[src/sv/sem_undo_ram.sv]
`timescale 1ns / 1ps

module sem_undo_ram #(
    parameter int WIDTH = 8,
    parameter int DEPTH = 16,
    localparam int AW = (DEPTH > 1) ? $clog2(DEPTH) : 1
) (
    input  logic             clk,
    input  logic             we,
    input  logic [AW-1:0]    waddr,
    input  logic [WIDTH-1:0] wdata,
    input  logic [AW-1:0]    raddr,
    output logic [WIDTH-1:0] rdata
);

    logic [WIDTH-1:0] mem [DEPTH];

    always_ff @(posedge clk)
    begin
        if (we)
        begin
            mem[waddr] <= wdata;
        end
        rdata <= mem[raddr];
    end

endmodule

[config.mk]
export PLATFORM = sky130hd
export DESIGN_NAME = sem_undo_ram
export DESIGN_NICKNAME = d
export VERILOG_FILES = /design/src/sv/sem_undo_ram.sv
export SDC_FILE = /design/constraint.sdc
export NUM_CORES = 1
export LEC_CHECK = 0
export BUFFER_PORTS_ARGS = -buffer_cell sky130_fd_sc_hd__buf_2
export CORE_UTILIZATION = 34
export CTS_CLUSTER_SIZE = 20
export DETAILED_ROUTE_END_ITERATION = 12
export GPL_ROUTABILITY_DRIVEN = 0
export PLACE_DENSITY = 0.58
export SYNTH_ARGS = -nofsm -noshare
export SYNTH_HDL_FRONTEND = slang
export SYNTH_SLANG_ARGS = --single-unit
[constraint.sdc]
create_clock -name clk -period 6.11 [get_ports clk]
set_clock_uncertainty 0.2 [all_clocks]
set_input_delay 1.222 -clock clk [delete_from_list [all_inputs] [get_ports clk]]
set_output_delay 1.222 -clock clk [all_outputs]
set_load 0.01 [all_outputs]
* Word level (Yosys, flattened, before mapping)
Memory sizes are Yosys's and may differ from the RTL's. A register that Yosys moved wholly into a read port is not among the register bits.
Cells that the tools add are included.
** Storage, ports and cells
- Bits in registers :: 0
- Bits in writable memories :: 128
- Output and inout port bits :: 8
- Memories :: 1
** Cells by class
- Muxes and demuxes :: 2
** Memories
- mem :: depth 16, bits a word 8, rd ports 1, clocked after memory_dff 1, wr ports 1, line 16 : logic [WIDTH-1:0] mem [DEPTH];
** Operators by type and width (number)
- 1-bit two-way mux :: 2

* Depth between registers and ports, before layout
Gate-level depths: netlist (run 1).
- Depth in word-level cells :: 2
- Mapped depth :: 5
- Mapped depth without buffers :: 3

* Least setup slack after synthesis (run 1)
OpenSTA, ideal clock, no wires.
- Path type :: input to register
- Start :: input waddr[2]
- End :: memory mem[0][0], enable pin
- Arrival :: 2332 ps
- Required time :: 5527 ps
- Path slack :: 3195 ps
- Cell stages on the path :: 2
- Path through :: or3b_2 -> nor3_1
** RTL lines
- from (decl) :: line 10 : input logic [AW-1:0] waddr,
- to (decl) :: line 16
No word-level cell before the write port.

==> summary.txt, run 1 <==
Critical path
  – WP data arrival: 3.05 ns
  – CP endpoint kind: flop
  – Crit-path slowest cell: buf_2
  – Worst path bufs/invs: 1
  – Kind of critical path: in2reg
  – Crit Path Max Fanout: 32
  – CP top delay family: buffers and inverters
  – Crit-path cells: buf_2, mux4_1, a22oi_1, nand2_1
  – Crit path from: raddr[0]
  – WP data required: 6.20 ns
  – CP max stage delay: 0.81 ns
  – Worst setup SP type: primary input
  – Source of the worst register-to-register timing path: mem[9][4]

Floorplanning
  – Starting Density: 35.2%
  – DIE WIDTH: 125 um
  – Die area: 0.0156 mm2
  – # rows: 44
  – # IOs: 26
  – Placeable Area: 0.0146 mm2
  – Die height: 125 um

Drt
  – Via-to-Cell Ratio: 5.07
  – TritonRoute pass-1 iters: 8
  – Routed Antenna Nets: 0
  – Final wirelength: 9.97 mm
  – Vias: 2348
  – Iter 0 DRT Violations: 150
  – Routed len/inst: 21.5 um
  – DRC: 8

STA
  – Max Slew Vio Count: 0
  – TNS Setup: 0 ns
  – Tmin final: 2.96 ns
  – Fin. Hold Viols: 0
  – Setup violators final: 0
  – RSZ-0062 raised after global routing: false
  – Achievable Freq: 338 MHz
  – Relative max-transition margin: 27.2%
  – Setup WS post-layout: 3.15 ns
  – Least-Margin Pin Slew: 1.09 ns
  – Final Cycle Share: 48.5%

Clocking
  – CTS Buf Count: 17
  – Post-cts resize count: 0
  – Hold Buf Count CTS: 0
  – Skew-Pair Late Insertion Delay: 0.41 ns
  – Deepest clock path buffer count: 2
  – Clk sinks: 136
  – H-tree Lvls: 4
  – CTS tree: built
  – CTS clock-pin slew for the worst setup and hold paths: 0.06 ns
  – CTS root buf: clkbuf_16
  – Post-CTS setup buffers: 0

Yosys
  – Post-synth EDFFs: 128
  – Syn Nets: 247
  – Yosys top cell by area: edfxtp_1
  – Register area share after synthesis: 77.8%
  – Asr flop ratio synth: 0%
  – Yosys top cell area share: 74.7%
  – Yosys cell types: 19
  – Top post-synthesis cells by area: edfxtp_1 75%, mux4_2 7.9%, mux4_1 7.1%, dfxtp_1 3.1%, a22oi_1 2.3%
  – Commonest cells in the netlist: 128 x edfxtp_1, 18 x mux4_2, 16 x a22oi_1
  – Cell Area, Synth: 0.00515 mm2
  – Count leader, synth: edfxtp_1
  – Cells after Synth: 229
  – Top_reg_cell synth: edfxtp_1
  – YS warnings: 0
  – Synth Area per Inst: 22.5 um2
  – Synth Register Bits: 136

Global route
  – GRT overflow: 0
  – Initial antenna violation count: 2
  – First-pass GRT wire length: 15.4 mm
  – Vias in the first global route: 2563
  – Largest net degree at the start of global routing: 33
  – Global Route Usage Sum: 14.0%

Hold path
  – HP Start: mem[12][6]
  – Worst Hold Class: reg2reg

Placement
  – I/O Buffers: 25
  – Post-DP Area: 0.00544 mm2
  – HPWL Detailed: 6.15 mm
  – Dpl ws: 2.58 ns

Finish
  – Storage element area: 0.00400 mm2
  – Layout cells sized above 1: 28.1%
  – Total Nets Final: 283
  – Area Overhead vs Synth: 17.1%
  – Fin util: 41.2%
  – Fill cells: 1294
  – Design Area, Final: 0.00603 mm2
  – Footprint of the multi-input gates: 0.00107 mm2

Status
  – Status: finished, violations left
  – Failing checks: DRC

Power and ir drop
  – Worst vdd ir: 0.181 mV
  – Leakage: 1.99 nW
  – Pwr per Cell Area: 356 mW/mm2

Flow run
  – Total of max-cap violations: 0
kinds of logic after synthesis:
family / share of synthesized area (%)
compound gates: 2.33
flops: 77.8
mux: 15.0
simple gates: 3.18
buf+inv: 1.68
cell usage in the layout, fill, tap and decap left out:
cell	netlist	final
mux4_2	18	18
mux4_1	14	14
clkinv_2	0	6
diode_2	0	1
nand3_1	1	1
buf_2	3	25
buf_4	1	2
clkbuf_16	0	17
dfxtp_1	8	8
nor3_1	4	2
a22oi_1	16	16
bufinv_16	0	3
and2b_1	1	1
nor3_2	0	2
clkinv_1	0	2
and2_1	1	1
inv_6	0	1
clkinvlp_4	0	3
nor2b_1	1	1
nand3b_1	2	2
edfxtp_1	128	128
nor2_1	13	13
nand2_1	9	9
nand2b_1	2	2
or3b_2	1	1
sequential cells by signal, indices dropped and copies added (netlist names):
register and cells:
mem 128, rdata 8
final timing paths:
| kind | endpoint | slack, ns | cells after the start |
|---|---|---|---|
| setup / recovery | rdata[4] | 3.15 | 4 |
| hold / removal | rdata[6] | 0.49 | 3 |
| setup reg to reg | rdata[4] | 4.58 | 3 |
| hold reg to reg | rdata[6] | 0.49 | 3 |
worst reg2reg max path: cells and delay by family, from the launching register on:
| family | cells | cell delay, ns |
|---|---|---|
| compound gates | 1 | 0.26 |
| flops | 1 | 0.36 |
| mux | 1 | 0.50 |
| simple gates | 1 | 0.09 |
layer usage:
metal	up-vias	share of wire (%)	track usage, %	routed length [um]
met5	-	0.17	0	17
met4	2	1.3	5.45	129
met1	1219	47	19.0	4730
met3	13	6.1	5.35	609
met2	65	45	20.5	4480
li1	1049	-	-	-
power by group:
group | leakage (nW) | switching, mW | internal, mW | total (mW)
logic | 0.483 | 0.0547 | 0.0374 | 0.0921
clock network | 0.283 | 0.373 | 0.634 | 1.01
registers | 1.22 | 0.00677 | 1.04 | 1.05
total | 1.99 | 0.434 | 1.71 | 2.15
metrics by stage:
step / hold slack [ns] / power, mW / cells
after detailed placement: 0.468 / 1.16 / 430
after global placement: 0.457 / 1.16 / 430
after global routing: 0.516 / 2.21 / 462
after CTS: 0.486 / 2.16 / 462
after floorplan: 0.429 / 1.12 / 229
final: 0.485 / 2.15 / 463
cell type report:
| class | instances | area share (%) |
|---|---|---|
| sequential | 136 | 66.4 |
| multi-input combinational | 83 | 17.7 |
| clock inverter | 15 | 2.64 |
| timing repair buffer | 27 | 2.32 |
| antenna | 1 | 0.0415 |
| clock buffer | 17 | 7.06 |
| tap | 184 | 3.82 |
Power figures use the tool's default switching activity.
==> run 2, diff against run 1 <==
- ABC_AREA: default -> 1
- clock period: 6.11 -> 2.87 ns (I/O delays scaled with it)
==> summary.txt, run 2 <==
Critical path
  – Reg-to-Reg End: rdata[3]
  – Crit Path Max Fanout: 8 (-75%)
  – Source of the worst register-to-register timing path: mem[0][3]
  – Worst setup SP type: primary input
  – Worst R2R Path Depth: 6 (+3)
  – WP data arrival: 1.62 ns (-1.43 ns)
  – Reg2reg setup slack: 1.57 ns (-3.01 ns)
  – WP data required: 2.71 ns (-3.49 ns)
  – Kind of critical path: in2reg
  – CP endpoint kind: flop

Floorplanning
  – Die height: 132 um (+5.8%)
  – DIE WIDTH: 132 um (+5.8%)
  – Die area: 0.0175 mm2 (+12%)
  – # IOs: 26 (unchanged)
  – # rows: 47 (+6.8%)
  – Placeable Area: 0.0166 mm2 (+13%)
  – Starting Density: 34.8% (-0.38 points)

Yosys
  – Cells after Synth: 551 (+140%)
  – YS warnings: 0 (unchanged)
  – Commonest cells in the netlist: 173 x nand2_1, 128 x edfxtp_1, 100 x inv_1
  – Syn Nets: 569 (+130%)
  – Yosys cell types: 12 (-7)
  – Post-synth EDFFs: 128 (unchanged)
  – Yosys top cell area share: 66.7% (-8.0 points)
  – Cell Area, Synth: 0.00577 mm2 (+12%)
  – Asr flop ratio synth: 0% (unchanged)
  – Count leader, synth: nand2_1
  – Top post-synthesis cells by area: edfxtp_1 67%, nand2_1 11%, nand3_1 8.4%, inv_1 6.5%, dfxtp_1 2.8%
  – Synth Register Bits: 136 (unchanged)
  – Top_reg_cell synth: edfxtp_1
  – Synth Area per Inst: 10.5 um2 (-53%)
  – Yosys top cell by area: edfxtp_1
  – Register area share after synthesis: 69.4% (-8.4 points)

Power and ir drop
  – Int Power: 3.73 mW (+120%)
  – Power Total: 4.70 mW (+120%)
  – Sw Pwr: 973 uW (+120%)
  – Part of the power in registers: 47.5% (-1.4 points)
  – Comb pwr share: 5.8% (+1.5 points)
  – Pwr per Cell Area: 706 mW/mm2 (+98%)
  – Clock share of power: 46.8% (about the same)
  – Worst vdd ir: 0.455 mV (+150%)
  – Sw Share: 20.7% (+0.49 points)
  – Leakage: 2.85 nW (+43%)

Hold path
  – HP Start: raddr[3]
  – Hold Path Depth: 3 (unchanged)
  – Worst Hold Class: in2reg
  – Min-Delay Endpoint: rdata[7]

Drt
  – Iter 0 DRT Violations: 265 (+77%)
  – Routed len/inst: 15.9 um (-26%)
  – Vias: 3716 (+58%)
  – Routed Antenna Nets: 0 (unchanged)
  – TritonRoute pass-1 iters: 4 (-4)
  – Final wirelength: 12.9 mm (+29%)
  – Via-to-Cell Ratio: 4.59 (-9.4%)
  – DRC: 0 (-8)

Clocking
  – CTS root buf: clkbuf_16
  – H-tree Lvls: 4 (unchanged)
  – Skew-Pair Late Insertion Delay: 0.42 ns (about the same)
  – Post-cts resize count: 0 (unchanged)
  – CTS clock-pin slew for the worst setup and hold paths: 0.06 ns (about the same)
  – Deepest clock path buffer count: 2 (unchanged)
  – CTS Buf Count: 17 (unchanged)
  – Hold Buf Count CTS: 0 (unchanged)
  – Clk sinks: 136 (unchanged)
  – Post-CTS setup buffers: 0 (unchanged)
  – CTS tree: built

STA
  – Tmin final: 1.78 ns
  – Least-Margin Pin Slew: 0.832 ns (-0.260 ns)
  – Setup WS post-layout: 1.09 ns (-2.05 ns)
  – Fin. Hold Viols: 0 (unchanged)
  – Achievable Freq: 563 MHz
  – RSZ-0062 raised after global routing: false
  – Max Slew Vio Count: 0 (unchanged)
  – Setup violators final: 0 (unchanged)
  – Relative max-transition margin: 44.3% (+17 points)
  – TNS Setup: 0 ns (unchanged)
  – Final Cycle Share: 61.9%

Finish
  – Fill cells: 1643 (+27%)
  – Number of flip-flops in the largest register: 128 (unchanged)
  – # diodes: 0 (-1)
  – Largest Register: mem
  – Biggest regs: mem: 128 flops, rdata: 8 flops
  – Most frequent cells in the layout: 173 x nand2_1, 128 x edfxtp_1, 100 x inv_1, 97 x nand3_1, 25 x buf_2
  – Area Overhead vs Synth: 15.6%
  – Layout cells sized above 1: 10.7% (-17 points)
  – Commonest non-fill, non-tap cell in the layout: nand2_1
  – Total Nets Final: 594 (+110%)

Global route
  – Initial antenna violation count: 0 (-2)
  – GRT overflow: 0 (unchanged)
  – Global Route Usage Sum: 15.4% (+1.4 points)
  – First-pass GRT wire length: 19.9 mm (+29%)
  – Largest net degree at the start of global routing: 33 (unchanged)
  – Vias in the first global route: 3585 (+40%)

Status
  – Status: finished, final reports clean

Placement
  – Dpl ws: 0.671 ns (-1.91 ns)
  – HPWL Detailed: 8.22 mm (+34%)
  – I/O Buffers: 25 (unchanged)

Flow run
  – Total of max-cap violations: 0 (unchanged)
[run 2: final cells by class]
type                    count  area, um2  area share [%]
clock inverters             7       87.6            1.31
multi-input cells         289       1210            18.2
clock buffers              25        526            7.89
inverters                 102        383            5.75
well taps                 220        275            4.13
repair buffers             30        175            2.63
flip-flops and latches    136       4000            60.1
[run 2: cells by family (layout without fill, tap and decap cells)]
family	count (synthesis)	count (layout)	synth area share [%]
buffers and inverters	126	164	9.52
and+or+nand+nor	289	289	21.0
DFF	136	136	69.4
[run 2: through the flow]
step	util (%)	area (um2)	hold WS [ns]	instances
2_1_floorplan	-	5770	0.407	551
3_3_place_gp	36.5	6050	0.470	777
3_5_place_dp	36.5	6050	0.457	777
4_1_cts	40.2	6660	0.304	809
5_1_grt	40.2	6660	0.330	809
6_report	40.2	6660	0.325	809
[run 2: power groups by stage]
stage                     logic, mW  registers [mW]  clock network [mW]
after floorplan               0.157            2.28                   0
after global placement        0.272            2.28                   0
after global routing          0.298            2.24                2.29
after CTS                     0.275            2.23                2.23
final                         0.271            2.23                2.20
after detailed placement      0.273            2.27                   0
[run 2: worst max path at each step]
| stage | slack, ns | from | cells past startpoint | to |
|---|---|---|---|---|
| after CTS | 1.10 | waddr[3] | 3 | mem[5][1] |
| after detailed placement | 0.67 | waddr[3] | 3 | mem[5][1] |
| after global placement | 0.70 | waddr[3] | 3 | mem[5][7] |
| final | 1.09 | waddr[3] | 3 | mem[5][6] |
| after floorplan | 1.15 | waddr[2] | 2 | mem[10][0] |
| after global routing | 1.02 | waddr[3] | 3 | mem[5][7] |
[run 2: routing by layer]
metal	vias to the layer above	global-route usage (%)	share of wire (%)
met3	13	3.38	5.7
li1	1818	-	-
met1	1762	20.6	45
met2	123	24.7	47
met5	-	0	0
met4	0	5.68	1.9
[run 2: worst max-delay path, stage by stage]
cell and delay [ns]:
buf_2 0.11, nand3b_1 0.24, nor2_1 0.68
